--- config.mk ---
export PLATFORM = sky130hd
export DESIGN_NAME = biquad_with_feedback_clip
export DESIGN_NICKNAME = d
export VERILOG_FILES = /design/src/hdl/bqfc_pkg.sv /design/src/hdl/bqfc_seq.sv /design/src/hdl/biquad_with_feedback_clip.sv
export SDC_FILE = /design/constraint.sdc
export NUM_CORES = 2
export LEC_CHECK = 0
export ABC_AREA = 1
export BUFFER_PORTS_ARGS = -buffer_cell sky130_fd_sc_hd__buf_2
export CAP_MARGIN = 15
export CORE_AREA = 2 2 301 423
export CTS_BUF_LIST = sky130_fd_sc_hd__clkbuf_2
export DETAILED_ROUTE_END_ITERATION = 10
export DIE_AREA = 0 0 303 425
export PLACE_DENSITY = 0.75
export SYNTH_ARGS = -nofsm -noshare
export SYNTH_HDL_FRONTEND = slang
export SYNTH_SLANG_ARGS = --single-unit
--- constraint.sdc ---
create_clock -name clk -period 7.07 [get_ports clk]
set_input_delay 1.414 -clock clk [delete_from_list [all_inputs] [get_ports clk]]
set_output_delay 1.414 -clock clk [all_outputs]
set_load 0.05 [all_outputs]
--- src/hdl/bqfc_pkg.sv ---
// ----------------------------------------------------------------------------
// bqfc_pkg: shared types, constants and microcode for the biquad filter
// Holds the control word layout and the sequencer program that runs it.
// ----------------------------------------------------------------------------
`default_nettype none

package bqfc_pkg;

  // Step counter of the microcode sequencer.
  localparam int STEP_W = 4;
  typedef logic [STEP_W-1:0] step_t;

  // Configuration register indexes, also used to pick a gain for the multiplier.
  localparam int NUM_GAINS = 6;
  localparam int GAIN_IDX_W = 3;
  typedef enum logic [GAIN_IDX_W-1:0] {
    GAIN_FF0 = 3'd0,
    GAIN_FF1 = 3'd1,
    GAIN_FF2 = 3'd2,
    GAIN_FB1 = 3'd3,
    GAIN_FB2 = 3'd4,
    GAIN_RES = 3'd5
  } gain_idx_t;

  localparam logic [31:0] GAIN_RESET [NUM_GAINS] = '{
    32'd16777216, 32'd0, 32'd0, 32'd0, 32'd0, 32'd0
  };

  // History slot feeding the sample side of the multiplier.
  typedef enum logic [2:0] {
    SRC_X0,
    SRC_X1,
    SRC_X2,
    SRC_Y0,
    SRC_Y1,
    SRC_Y2
  } src_t;

  // Feedback injection stages.
  typedef enum logic [1:0] {
    FB_NONE,
    FB_MAG,
    FB_DIV,
    FB_SUM
  } fb_op_t;

  // Accumulator operations.
  typedef enum logic [1:0] {
    ACC_NONE,
    ACC_LOAD,
    ACC_ADD,
    ACC_SUB
  } acc_op_t;

  // Jump conditions: when true, the sequencer jumps to the target.
  typedef enum logic [1:0] {
    COND_NONE,
    COND_NO_IN,
    COND_OUT_BUSY
  } cond_t;

  typedef struct packed {
    cond_t     cond;
    step_t     target;
    logic      accept;
    logic      shift;
    src_t      src;
    gain_idx_t coef;
    logic      hi;
    fb_op_t    fb_op;
    acc_op_t   acc_op;
    logic      done;
  } ctrl_t;

  // Feedback and history limits in Q.16.
  localparam int unsigned FB_LIMIT = 294912;      // 4.5
  localparam int unsigned FB_CLAMP = 327680;      // 5.0
  localparam int unsigned FB_DIV_SAT = 3276800;   // magnitudes at or above clamp after /10
  localparam int unsigned HIST_CLAMP = 6553600;   // 100.0

  // Reciprocal of ten for magnitudes below 2^22: q = (m * K) >> 28.
  localparam int FB_MAG_W = 19;
  localparam int DIV_IN_W = 22;
  localparam int DIV_SHIFT = 28;
  localparam logic [24:0] DIV10_K = 25'd26843546;

  function automatic ctrl_t mk(input cond_t c, input step_t t, input logic acc_in,
                               input logic sh, input src_t s, input gain_idx_t g,
                               input logic h, input fb_op_t f, input acc_op_t a,
                               input logic d);
    ctrl_t w;
    w.cond   = c;
    w.target = t;
    w.accept = acc_in;
    w.shift  = sh;
    w.src    = s;
    w.coef   = g;
    w.hi     = h;
    w.fb_op  = f;
    w.acc_op = a;
    w.done   = d;
    return w;
  endfunction

  // The program. Each product takes a high-half and a low-half multiply step;
  // the two half products pass through mreg and hreg and recombine into term.
  function automatic ctrl_t ucode(input step_t step);
    ctrl_t w;
    case (step)
      4'd0:  w = mk(COND_NO_IN, 4'd0, 1'b1, 1'b0, SRC_X0, GAIN_FF0, 1'b0, FB_NONE, ACC_NONE,
                    1'b0);
      4'd1:  w = mk(COND_NONE, 4'd0, 1'b0, 1'b1, SRC_Y0, GAIN_RES, 1'b1, FB_NONE, ACC_NONE,
                    1'b0);
      4'd2:  w = mk(COND_NONE, 4'd0, 1'b0, 1'b0, SRC_Y0, GAIN_RES, 1'b0, FB_NONE, ACC_NONE,
                    1'b0);
      4'd3:  w = mk(COND_NONE, 4'd0, 1'b0, 1'b0, SRC_X1, GAIN_FF1, 1'b1, FB_NONE, ACC_NONE,
                    1'b0);
      4'd4:  w = mk(COND_NONE, 4'd0, 1'b0, 1'b0, SRC_X1, GAIN_FF1, 1'b0, FB_MAG, ACC_NONE,
                    1'b0);
      4'd5:  w = mk(COND_NONE, 4'd0, 1'b0, 1'b0, SRC_X2, GAIN_FF2, 1'b1, FB_DIV, ACC_NONE,
                    1'b0);
      4'd6:  w = mk(COND_NONE, 4'd0, 1'b0, 1'b0, SRC_X2, GAIN_FF2, 1'b0, FB_SUM, ACC_LOAD,
                    1'b0);
      4'd7:  w = mk(COND_NONE, 4'd0, 1'b0, 1'b0, SRC_Y1, GAIN_FB1, 1'b1, FB_NONE, ACC_NONE,
                    1'b0);
      4'd8:  w = mk(COND_NONE, 4'd0, 1'b0, 1'b0, SRC_Y1, GAIN_FB1, 1'b0, FB_NONE, ACC_ADD,
                    1'b0);
      4'd9:  w = mk(COND_NONE, 4'd0, 1'b0, 1'b0, SRC_Y2, GAIN_FB2, 1'b1, FB_NONE, ACC_NONE,
                    1'b0);
      4'd10: w = mk(COND_NONE, 4'd0, 1'b0, 1'b0, SRC_Y2, GAIN_FB2, 1'b0, FB_NONE, ACC_SUB,
                    1'b0);
      4'd11: w = mk(COND_NONE, 4'd0, 1'b0, 1'b0, SRC_X0, GAIN_FF0, 1'b1, FB_NONE, ACC_NONE,
                    1'b0);
      4'd12: w = mk(COND_NONE, 4'd0, 1'b0, 1'b0, SRC_X0, GAIN_FF0, 1'b0, FB_NONE, ACC_SUB,
                    1'b0);
      4'd13: w = mk(COND_NONE, 4'd0, 1'b0, 1'b0, SRC_X0, GAIN_FF0, 1'b0, FB_NONE, ACC_NONE,
                    1'b0);
      4'd14: w = mk(COND_NONE, 4'd0, 1'b0, 1'b0, SRC_X0, GAIN_FF0, 1'b0, FB_NONE, ACC_ADD,
                    1'b0);
      4'd15: w = mk(COND_OUT_BUSY, 4'd15, 1'b0, 1'b0, SRC_X0, GAIN_FF0, 1'b0, FB_NONE,
                    ACC_NONE, 1'b1);
      default: w = mk(COND_NONE, 4'd0, 1'b0, 1'b0, SRC_X0, GAIN_FF0, 1'b0, FB_NONE, ACC_NONE,
                      1'b0);
    endcase
    return w;
  endfunction

endpackage

`default_nettype wire

--- src/hdl/bqfc_seq.sv ---
// ----------------------------------------------------------------------------
// bqfc_seq: microcode sequencer
// Step counter, program table lookup and conditional jumps.
// ----------------------------------------------------------------------------
`default_nettype none

module bqfc_seq (
  input  wire logic            clk,
  input  wire logic            rst,
  input  wire logic            in_valid,
  input  wire logic            out_busy,
  output bqfc_pkg::ctrl_t      ctrl,
  output logic                 advance
);

  bqfc_pkg::step_t step;
  bqfc_pkg::step_t step_next;
  logic            jump;

  assign ctrl = bqfc_pkg::ucode(step);

  always_comb begin
    case (ctrl.cond)
      bqfc_pkg::COND_NONE:     jump = 1'b0;
      bqfc_pkg::COND_NO_IN:    jump = !in_valid;
      bqfc_pkg::COND_OUT_BUSY: jump = out_busy;
      default:                 jump = 1'b0;
    endcase
  end

  // The counter wraps from the last step back to the idle step.
  assign step_next = jump ? ctrl.target : step + bqfc_pkg::step_t'(1);
  assign advance   = !jump;

  always_ff @(posedge clk) begin
    if (rst) begin
      step <= '0;
    end else begin
      step <= step_next;
    end
  end

endmodule

`default_nettype wire

--- src/hdl/biquad_with_feedback_clip.sv ---
// ----------------------------------------------------------------------------
// biquad_with_feedback_clip: direct form I biquad with clipped resonance feedback
// Top level: configuration gains, history, shared multiplier and sequencer.
// ----------------------------------------------------------------------------
// Usage:
// Samples enter on the sample_in channel (in_valid / in_ready) and one filtered
// sample leaves on the sample_out channel (out_valid / out_ready) per request.
// Samples are signed with 16 fraction bits; gains are signed Q8.24 and are
// written through cfg_write / cfg_index / cfg_data while the filter is idle.
// Indexes beyond the last gain are ignored.
// A request is taken only in the idle step of the sequencer. The program then
// runs its remaining steps on one shared multiplier: six products, each split
// into a high-half and a low-half multiply, plus the feedback clip and the
// final saturation. The result is valid once the last step completes, and no
// new request is taken until the sequencer is back in its idle step, since the
// single multiplier handles every product of the program in turn.
// The result sits in an output register, so the filter returns to idle and
// takes the next input while an earlier result waits. If the receiver stalls
// and the output register is still full when the next result is ready, the
// sequencer holds on its last step until the register frees up.
// Reset restores the default gains (unity pass-through), clears all history
// and empties the output register.
// ----------------------------------------------------------------------------
`default_nettype none

module biquad_with_feedback_clip #(
  parameter int SAMPLE_WIDTH = 32
) (
  input  wire logic                           clk,
  input  wire logic                           rst,
  input  wire logic                           in_valid,
  output logic                                in_ready,
  input  wire logic signed [SAMPLE_WIDTH-1:0] sample_in,
  output logic                                out_valid,
  input  wire logic                           out_ready,
  output logic signed [SAMPLE_WIDTH-1:0]      sample_out,
  input  wire logic                           cfg_write,
  input  wire logic [2:0]                     cfg_index,
  input  wire logic [31:0]                    cfg_data
);

  localparam int W  = SAMPLE_WIDTH;
  localparam int XW = SAMPLE_WIDTH + 16;  // extended width for sums and limits
  localparam int PW = SAMPLE_WIDTH + 17;  // half-product width
  localparam int FW = SAMPLE_WIDTH + 33;  // recombined full product width
  localparam int MW = bqfc_pkg::FB_MAG_W;

  localparam logic signed [XW-1:0] SMAX = $signed((XW'(1) << (W - 1)) - XW'(1));
  localparam logic signed [XW-1:0] SMIN = -SMAX - XW'(1);
  localparam logic signed [XW-1:0] HMAX = $signed(XW'(bqfc_pkg::HIST_CLAMP));
  localparam logic signed [XW-1:0] HMIN = -HMAX;

  // Saturate an extended value to the sample range.
  function automatic logic signed [W-1:0] sat_w(input logic signed [XW-1:0] v);
    logic signed [W-1:0] r;
    if (v > SMAX) begin
      r = W'(SMAX);
    end else if (v < SMIN) begin
      r = W'(SMIN);
    end else begin
      r = W'(v);
    end
    return r;
  endfunction

  // Clamp a history sample to plus or minus 100.0. At narrow widths the bound
  // lies beyond the sample range and the clamp never fires.
  function automatic logic signed [W-1:0] clamp_h(input logic signed [W-1:0] v);
    logic signed [XW-1:0] e;
    logic signed [W-1:0]  r;
    e = XW'(v);
    if (e > HMAX) begin
      r = W'(HMAX);
    end else if (e < HMIN) begin
      r = W'(HMIN);
    end else begin
      r = v;
    end
    return r;
  endfunction

  // Sequencer.
  bqfc_pkg::ctrl_t ctrl;
  logic            advance;
  logic            out_busy;

  assign out_busy = out_valid && !out_ready;

  bqfc_seq u_seq (
    .clk      (clk),
    .rst      (rst),
    .in_valid (in_valid),
    .out_busy (out_busy),
    .ctrl     (ctrl),
    .advance  (advance)
  );

  assign in_ready = ctrl.accept;

  // Gain registers.
  logic [31:0] gain [bqfc_pkg::NUM_GAINS];

  always_ff @(posedge clk) begin
    if (rst) begin
      for (int i = 0; i < bqfc_pkg::NUM_GAINS; i++) begin
        gain[i] <= bqfc_pkg::GAIN_RESET[i];
      end
    end else if (cfg_write && cfg_index <= 3'(bqfc_pkg::GAIN_RES)) begin
      gain[cfg_index] <= cfg_data;
    end
  end

  // Input and output history.
  logic signed [W-1:0] xin;
  logic signed [W-1:0] x0, x1, x2;
  logic signed [W-1:0] y0, y1, y2;

  always_ff @(posedge clk) begin
    if (in_valid && in_ready) begin
      xin <= sample_in;
    end
  end

  // Shared multiplier: sample times the signed high half or the unsigned low
  // half of a gain, registered, with the previous half product kept behind it.
  logic signed [W-1:0]  mul_s;
  logic [31:0]          mul_c;
  logic signed [16:0]   mul_c17;
  logic signed [PW-1:0] mul_p;
  logic signed [PW-1:0] mreg;
  logic signed [PW-1:0] hreg;
  logic signed [FW-1:0] comb_full;
  logic signed [XW-1:0] term;

  always_comb begin
    case (ctrl.src)
      bqfc_pkg::SRC_X0: mul_s = x0;
      bqfc_pkg::SRC_X1: mul_s = x1;
      bqfc_pkg::SRC_X2: mul_s = x2;
      bqfc_pkg::SRC_Y0: mul_s = y0;
      bqfc_pkg::SRC_Y1: mul_s = y1;
      bqfc_pkg::SRC_Y2: mul_s = y2;
      default:          mul_s = x0;
    endcase
  end

  assign mul_c   = gain[ctrl.coef];
  assign mul_c17 = ctrl.hi ? $signed({mul_c[31], mul_c[31:16]})
                           : $signed({1'b0, mul_c[15:0]});
  assign mul_p   = PW'(mul_s) * PW'(mul_c17);

  // Exact product rebuilt from the halves, then floored by 2^24.
  assign comb_full = (FW'(hreg) <<< 16) + FW'(mreg);

  always_ff @(posedge clk) begin
    mreg <= mul_p;
    hreg <= mreg;
    term <= XW'(comb_full >>> 24);
  end

  // Feedback clip. The magnitude above 4.5 is divided by ten, truncating, and
  // limited to 5.0; anything that would divide to more than 5.0 goes straight
  // to the limit, so the divider only sees magnitudes below 2^22.
  logic                  fb_neg;
  logic [XW-1:0]         fb_mag;
  logic [MW-1:0]         fbm;
  logic [46:0]           div_p;
  logic signed [XW-1:0]  fb_ext;
  logic signed [XW-1:0]  fb_val;
  logic signed [XW-1:0]  x_sum;

  assign div_p  = 47'(fb_mag[bqfc_pkg::DIV_IN_W-1:0]) * 47'(bqfc_pkg::DIV10_K);
  assign fb_ext = $signed(XW'(fbm));
  assign fb_val = fb_neg ? -fb_ext : fb_ext;
  assign x_sum  = XW'(xin) + fb_val;

  always_ff @(posedge clk) begin
    case (ctrl.fb_op)
      bqfc_pkg::FB_MAG: begin
        fb_neg <= term[XW-1];
        fb_mag <= term[XW-1] ? unsigned'(-term) : unsigned'(term);
      end
      bqfc_pkg::FB_DIV: begin
        if (fb_mag >= XW'(bqfc_pkg::FB_DIV_SAT)) begin
          fbm <= MW'(bqfc_pkg::FB_CLAMP);
        end else if (fb_mag > XW'(bqfc_pkg::FB_LIMIT)) begin
          fbm <= div_p[bqfc_pkg::DIV_SHIFT+MW-1:bqfc_pkg::DIV_SHIFT];
        end else begin
          fbm <= fb_mag[MW-1:0];
        end
      end
      default: begin
      end
    endcase
  end

  // Accumulator for the five-tap sum.
  logic signed [XW-1:0] acc;

  always_ff @(posedge clk) begin
    case (ctrl.acc_op)
      bqfc_pkg::ACC_LOAD: acc <= term;
      bqfc_pkg::ACC_ADD:  acc <= acc + term;
      bqfc_pkg::ACC_SUB:  acc <= acc - term;
      default:            acc <= acc;
    endcase
  end

  // History update: the older slots shift with the clamp at the start of the
  // program, the new input lands once the feedback is known, and the new
  // output at the end.
  always_ff @(posedge clk) begin
    if (rst) begin
      x0 <= '0;
      x1 <= '0;
      x2 <= '0;
      y0 <= '0;
      y1 <= '0;
      y2 <= '0;
    end else begin
      if (ctrl.shift) begin
        x2 <= clamp_h(x1);
        x1 <= clamp_h(x0);
        y2 <= clamp_h(y1);
        y1 <= clamp_h(y0);
      end
      if (ctrl.fb_op == bqfc_pkg::FB_SUM) begin
        x0 <= sat_w(x_sum);
      end
      if (ctrl.done && advance) begin
        y0 <= sat_w(acc);
      end
    end
  end

  // Output register.
  always_ff @(posedge clk) begin
    if (rst) begin
      out_valid <= 1'b0;
    end else if (ctrl.done && advance) begin
      out_valid <= 1'b1;
    end else if (out_ready) begin
      out_valid <= 1'b0;
    end
  end

  always_ff @(posedge clk) begin
    if (ctrl.done && advance) begin
      sample_out <= sat_w(acc);
    end
  end

`ifndef SYNTHESIS
  // Once a request is taken the program runs and cannot take another at once.
  assert property (@(posedge clk) disable iff (rst)
    (in_valid && in_ready) |=> !in_ready)
    else $error("input taken twice in a row");

  // A new result only appears from the completion step.
  assert property (@(posedge clk) disable iff (rst)
    $rose(out_valid) |-> $past(ctrl.done && advance))
    else $error("result appeared outside the completion step");

  // The clipped feedback magnitude never exceeds 5.0.
  assert property (@(posedge clk) disable iff (rst)
    $past(ctrl.fb_op == bqfc_pkg::FB_DIV) |-> (fbm <= MW'(bqfc_pkg::FB_CLAMP)))
    else $error("feedback magnitude beyond clamp");

  // Shifted history stays within plus or minus 100.0.
  assert property (@(posedge clk) disable iff (rst)
    (XW'(x1) <= HMAX) && (XW'(x1) >= HMIN) && (XW'(y2) <= HMAX) && (XW'(y2) >= HMIN))
    else $error("history beyond clamp");
`endif

endmodule

`default_nettype wire

# Word-level counts from Yosys, hierarchy flattened
# Memories as Yosys holds them, arrays and structs flattened. A register that Yosys moved wholly into a read port is not among the register bits.
# Index checks and enable logic that the tools add are counted.
[word_totals]
register_bits = 516
mem_bits_rw = 192
romBits = 320
in_bits = 72
out_inout_bits = 34
word_cells = 98
mem_count = 2
[classes]
n_addsub = 7
mul = 2
magnitude_cmp = 15
eq_ne = 13
mux = 31
n_reduce_logical = 10
[mem_list]
columns = ["memory", "words", "word_bits", "rd", "rd_clocked_by_memory_dff", "write_ports", "line", "rtl"]
rows = [
  ["(no name shown)", 16, 20, 1, 1, 0, "bqfc_pkg.sv:109", "case (step)"],
  ["gain", 6, 32, 1, 0, 6, "biquad_with_feedback_clip.sv:101", "logic [31:0] gain [bqfc_pkg::NUM_GAINS];"],
]
[op_table]
columns = ["operator", "count"]
rows = [
  ["32-bit 2-to-1 mux", 13],
  ["32-bit one-hot mux with 5 select lines", 1],
  ["48-bit one-hot mux with 3 select lines", 1],
  ["32-bit by 24-bit greater-than comparator with 1-bit output, second input constant", 4],
  ["32-bit by 24-bit less-than comparator with 1-bit output, second input constant", 4],
  ["48-bit by 32-bit greater-than comparator with 1-bit output, second input constant", 2],
  ["48-bit by 32-bit less-than comparator with 1-bit output, second input constant", 2],
  ["65-bit by 49-bit adder with 65-bit output", 1],
  ["32-bit by 17-bit multiplier with 49-bit output", 1],
  ["32-bit by 48-bit adder with 48-bit output", 1],
  ["48-bit by 41-bit adder with 48-bit output", 1],
  ["48-bit by 22-bit >= comparator with 1-bit output, second input constant", 1],
  ["48-bit by 19-bit greater-than comparator with 1-bit output, second input constant", 1],
  ["48-bit 2-to-1 mux", 1],
  ["19-bit negator with 48-bit output", 1],
  ["41-bit negator with 48-bit output", 1],
  ["48-bit by 41-bit subtractor with 48-bit output", 1],
  ["47-bit 2-to-1 mux", 1],
  ["22-bit by 24-bit multiplier with 46-bit output, second input constant", 1],
  ["32-bit OR reduction", 1],
  ["19-bit 2-to-1 mux", 1],
  ["17-bit 2-to-1 mux", 1],
  ["2-bit == test, second input constant", 5],
  ["1-bit 2-to-1 mux", 8],
  ["13 further kinds", 23],
]

# Longest topological paths before layout
[depth]
depth_word = 7
depth_mapped = 38
depth_no_buf = 37

# Modules after synthesis
# A second synthesis with hierarchy kept.
[unflattened]
hier_cells = 8540
hier_area_um2 = 69569.2
[by_module_without_submodules]
columns = ["module", "instances", "cells_per_inst", "area_per_inst_um2", "seq_area_each_um2"]
rows = [
  ["biquad_with_feedback_clip", 1, 8438, 68698.4, 19738.9],
  ["bqfc_seq", 1, 102, 870.8, 360.3],
]

# Worst setup path after synthesis
# No wires, ideal clock.
[synth_timing]
kind = "reg-to-reg"
from = "register, netlist name u_seq.ctrl[7]"
to = "register mreg[30]"
setup_ns = 0.122
t_arrival_ns = 6.833
required_time_ns = 6.948
setup_slack_ns = 0.115
stages_incl_launch_ff = 32
n_path_buf = 4
period_less_slack_ns = 6.955
cell_sequence = "dfxtp_1 > buf_2 > inv_1 > buf_2 > clkbuf_1 > nand3_1 > a311o_1 > nand2_1 > clkbuf_1 > nor2_1 > fa_1 > inv_1 > fa_1 > fa_1 > inv_1 > fa_1 > fa_1 > inv_1 > fa_1 > inv_1 > ha_1 > a21oi_1 > o21ai_0 > a21oi_1 > o21ai_0 > a21oi_1 > o21ai_0 > a21oi_1 > inv_1 > nand2_1 > nand2_1 > xor2_1"
[synth_via]
elab_chain_cells = 3
[synth_lines]
columns = ["element", "line", "rtl"]
rows = [
  ["memory 6 x 32 bit", "--", ""],
  ["17-bit 2-to-1 mux", "biquad_with_feedback_clip.sv:148", "assign mul_c17 = ctrl.hi ? $signed({mul_c[31], mul_c[31:16]})"],
  ["32-bit by 17-bit multiplier with 49-bit output", "biquad_with_feedback_clip.sv:150", "assign mul_p = PW'(mul_s) * PW'(mul_c17);"],
  ["net mul_p[30]", "biquad_with_feedback_clip.sv:129", "logic signed [PW-1:0] mul_p;"],
  ["to (signal assigned)", "biquad_with_feedback_clip.sv:156", "mreg <= mul_p;"],
  ["to (decl)", "biquad_with_feedback_clip.sv:130", "logic signed [PW-1:0] mreg;"],
]
# The timed path passes the listed nets, and every way through them passes these cells.
# A chain may end at the register's enable or synchronous reset.

# Worst setup path after layout
[layout_timing]
from = "register, netlist name u_seq.ctrl[6]"
to = "register mreg[48]"
[layout_via]
elab_chain_cells = 3
[layout_lines]
columns = ["element", "line"]
rows = [
  ["memory 6 x 32 bit", "--"],
  ["17-bit 2-to-1 mux", "biquad_with_feedback_clip.sv:148"],
  ["32-bit by 17-bit multiplier with 49-bit output", "biquad_with_feedback_clip.sv:150"],
  ["net mul_p[48]", "biquad_with_feedback_clip.sv:129"],
]
# The timed path passes the listed nets, and every way through them passes these cells.

==> metrics.md <==
| Metric | Value |
|---|---|
| Core area | `125000 sq um` |
| Share of post-route cells with drive strength above 1 | `0.176` |
| H-tree levels | `4` |
| CP max-delay cell | `fa_2` |
| Synth Area per Inst | `8.07 sq um` |
| Number of global-route vias before repair | `65600` |
| Drt via density | `5.67` |
| Setup CP Type | `register to register` |
| Die Y | `425 microns` |
| CTS tree | `built` |
| Antenna violation net count after detailed routing | `0` |
| # IOs | `106` |
| Total CTS buffers | `190` |
| Class of the worst hold path | `input port to register` |
| Critical path buffers and inverters | `12` |
| Worst EP arrival | `8.72 ns` |
| Fill cell count | `10500` |
| Initial Util | `0.557` |
| Number of antenna violations at the first check in global routing | `6` |
| Most common flop cell mapped by yosys | `edfxtp_1` |
| Overall routed net length | `250 mm` |
| Number of synthesized flops with an enable pin | `436` |
| Failing checks | `design-rule violations, negative setup slack` |
| Hold WS | `0.183 ns` |
| Async S/R FF share, synth | `0` |
| Nets | `10700` |
| First-pass GRT wire length | `374 mm` |
| Cells after synthesis | `8628` |
| Root Driver | `clkbuf_2` |
| Via count | `63900` |
| Clk_lat worst skew | `1.70 ns` |
| GR Util All Layers | `0.387` |
| CP endpoint kind | `register` |
| GP Congestion | `1.06` |
| Total gr overflow | `0` |
| Synth-to-layout area growth | `18.8%` |
| Cell area after synthesis | `69600 sq um` |
| Slew @ Worst Pin | `1.24 ns` |
| Seq/Total Area, Yosys | `0.289` |
| Fin worst setup slack | `-0.0721 ns` |
| Flops & latches, synth | `786` |
| Slew Limit Fails | `0` |
| Worst rel slew slack | `0.168` |
| Tmin final | `7.14 ns` |
| Skew final | `0.145 ns` |
| Final Hold Viols | `0` |
| Area of the multi-input gates | `44400 sq um` |
| CP Data Required Time | `8.65 ns` |
| Status | `finished with violations` |
| Post-DP HPWL | `196 mm` |
| DRT Pass-1 Iters | `11` |
| # rows | `154` |
| RSZ-0062 raised after global routing | `true` |
| Crit path top cell by count | `fa_1` |
| Pin count of the biggest net entering global routing | `121` |
| Critical path's largest stage delay | `0.60 ns` |
| Die ar. | `129000 sq um` |
| Clock transition at the registers of the reported paths | `0.11 ns` |
| Port Buffers | `105` |
| Post-Place Setup Slack | `-0.532 ns` |
| Routed len/inst | `22.2 microns` |
| Longest Clk Path Bufs | `3` |
| Synth warn | `0` |
| Max Cap Viol | `0` |
| DP Area | `76900 sq um` |
| Die Width | `303 microns` |
| Delay-heaviest family, CP | `adder cells` |
| Drc violations | `24` |
| Synth cell types | `70` |
| Worst-path fanout max | `14` |
| Clock Sinks | `786` |
| FF+latch area | `20100 sq um` |
| Final setup viols | `10` |
| Peak Freq | `140 MHz` |
| Tcrit/Tclk final | `1.01` |
| Non-Filler Cell Area, Final | `82700 sq um` |
| Crit start category | `register` |
| Initial DRC count | `5470` |
[worst register-to-register path: cells and delay by family, from the launching register on]
kind,cells,cell delay [ns]
XOR/XNOR,1,0.13
buffers and inverters,12,1.41
flip-flops,1,0.46
AND/OR/NAND/NOR,6,0.93
AO/OA/AOI/OAI,6,0.89
adder cells (fa/ha/maj),7,3.25
[state kept, by name, summed over array words and instances (netlist names), 14 cells and up]
register / count
x0: 32
xin: 32
gain: 256
mreg: 49
x1: 32
y2: 32
acc: 48
y1: 32
x2: 32
fb_mag: 48
y0: 32
term: 41
hreg: 49
sample_out: 32
u_seq.ctrl: 14
fbm: 19
[metal layers]
| layer | vias up | wire length [microns] | global-route usage |
|---|---|---|---|
| met4 | 0 | 24300 | 0.308 |
| li1 | 29300 | - | - |
| met3 | 1026 | 17900 | 0.0668 |
| met5 | - | 0 | 0 |
| met2 | 3008 | 123000 | 0.669 |
| met1 | 30500 | 85200 | 0.415 |
[kinds of logic (layout without fill, tap and decap cells)]
group                    after synthesis  in the layout  synth area share
other                                  1             80         0.0000539
adder cells (fa/ha/maj)             1131           1131             0.274
AO/OA/AOI/OAI                       1451           1451             0.122
flip-flops                           786            786             0.289
buffers and inverters               1979           2896             0.109
AND/OR/NAND/NOR                     3097           3097             0.183
XOR/XNOR                             183            183            0.0231
[cell usage after synthesis, types with 13 or more instances]
master / number / share of area
a21oi_1: 546 / 0.039
o21bai_1: 23 / 0.0025
nor4_1: 58 / 0.0052
nor2_2: 15 / 0.0013
clkbuf_1: 214 / 0.012
a211oi_1: 22 / 0.0024
dfxtp_1: 350 / 0.10
nand3_1: 261 / 0.019
inv_2: 20 / 0.0011
xor2_1: 104 / 0.013
o221ai_1: 18 / 0.0023
nand2_1: 1551 / 0.084
clkinv_1: 15 / 0.00081
buf_2: 58 / 0.0042
fa_1: 655 / 0.19
edfxtp_1: 436 / 0.19
o21ai_0: 449 / 0.032
a31oi_1: 76 / 0.0068
o211ai_1: 62 / 0.0067
xnor2_1: 78 / 0.0098
nand4_1: 73 / 0.0066
a221oi_1: 82 / 0.010
nor3_1: 68 / 0.0049
buf_1: 13 / 0.00070
a21oi_2: 30 / 0.0038
nor2_1: 981 / 0.053
o21a_1: 29 / 0.0031
ha_1: 476 / 0.086
o22ai_1: 16 / 0.0014
inv_1: 1648 / 0.089
or2_2: 31 / 0.0028
[final cells by class]
cell class	instances	area share
Sequential cell	786	0.243
Clock buffer	259	0.0157
Clock inverter	89	0.00790
Timing Repair Buffer	865	0.0940
Tap cell	1638	0.0248
Antenna cell	9	0.000272
Inverter	1683	0.0770
Multi-Input combinational cell	5933	0.537
[what timing repair did]
item / 4_1_cts / 5_1_grt
hold endpoints to repair: 154 / 0
setup buffers: 19 / 37
endpoints found under the setup margin: 31 / 42
pin swaps: 61 / 296
hold buffers: 67 / 0
cloned: 8 / 4
resized for setup: 173 / 462
[worst paths after layout]
path	from	endpoint	slack, ns	cells after the start
setup / recovery	u_seq.ctrl[6]	mreg[48]	-0.07	32
hold / removal	cfg_data[10]	gain[4][10]	0.18	3
hold reg to reg	mreg[11]	hreg[11]	0.30	0
setup reg to reg	u_seq.ctrl[6]	mreg[48]	-0.07	32
[placed cells by master (no fill, tap or decap), drive strengths merged, types with 76 or more instances in the layout]
| cell type | count |
|---|---|
| inv | 1671 |
| nand2 | 1561 |
| nor2 | 999 |
| buf | 791 |
| fa | 655 |
| a21oi | 576 |
| ha | 476 |
| o21ai | 465 |
| edfxtp | 436 |
| dfxtp | 350 |
| nand3 | 265 |
| clkbuf | 263 |
| xor2 | 105 |
| clkinv | 85 |
| a221oi | 82 |
| xnor2 | 78 |
| a31oi | 76 |
[per-stage QoR]
| step | TNS (ns) | instances | util |
|---|---|---|---|
| 2_1_floorplan | 0 | 8698 | - |
| 3_3_place_gp | -8.91 | 10800 | 0.615 |
| 3_5_place_dp | -10.50 | 10800 | 0.615 |
| 4_1_cts | -0.157 | 11200 | 0.646 |
| 5_1_grt | -5.24 | 11300 | 0.661 |
| 6_report | -0.233 | 11300 | 0.661 |
Power is not shown: default switching activity piles up to over one toggle a cycle in this logic, so the estimate is an artifact.
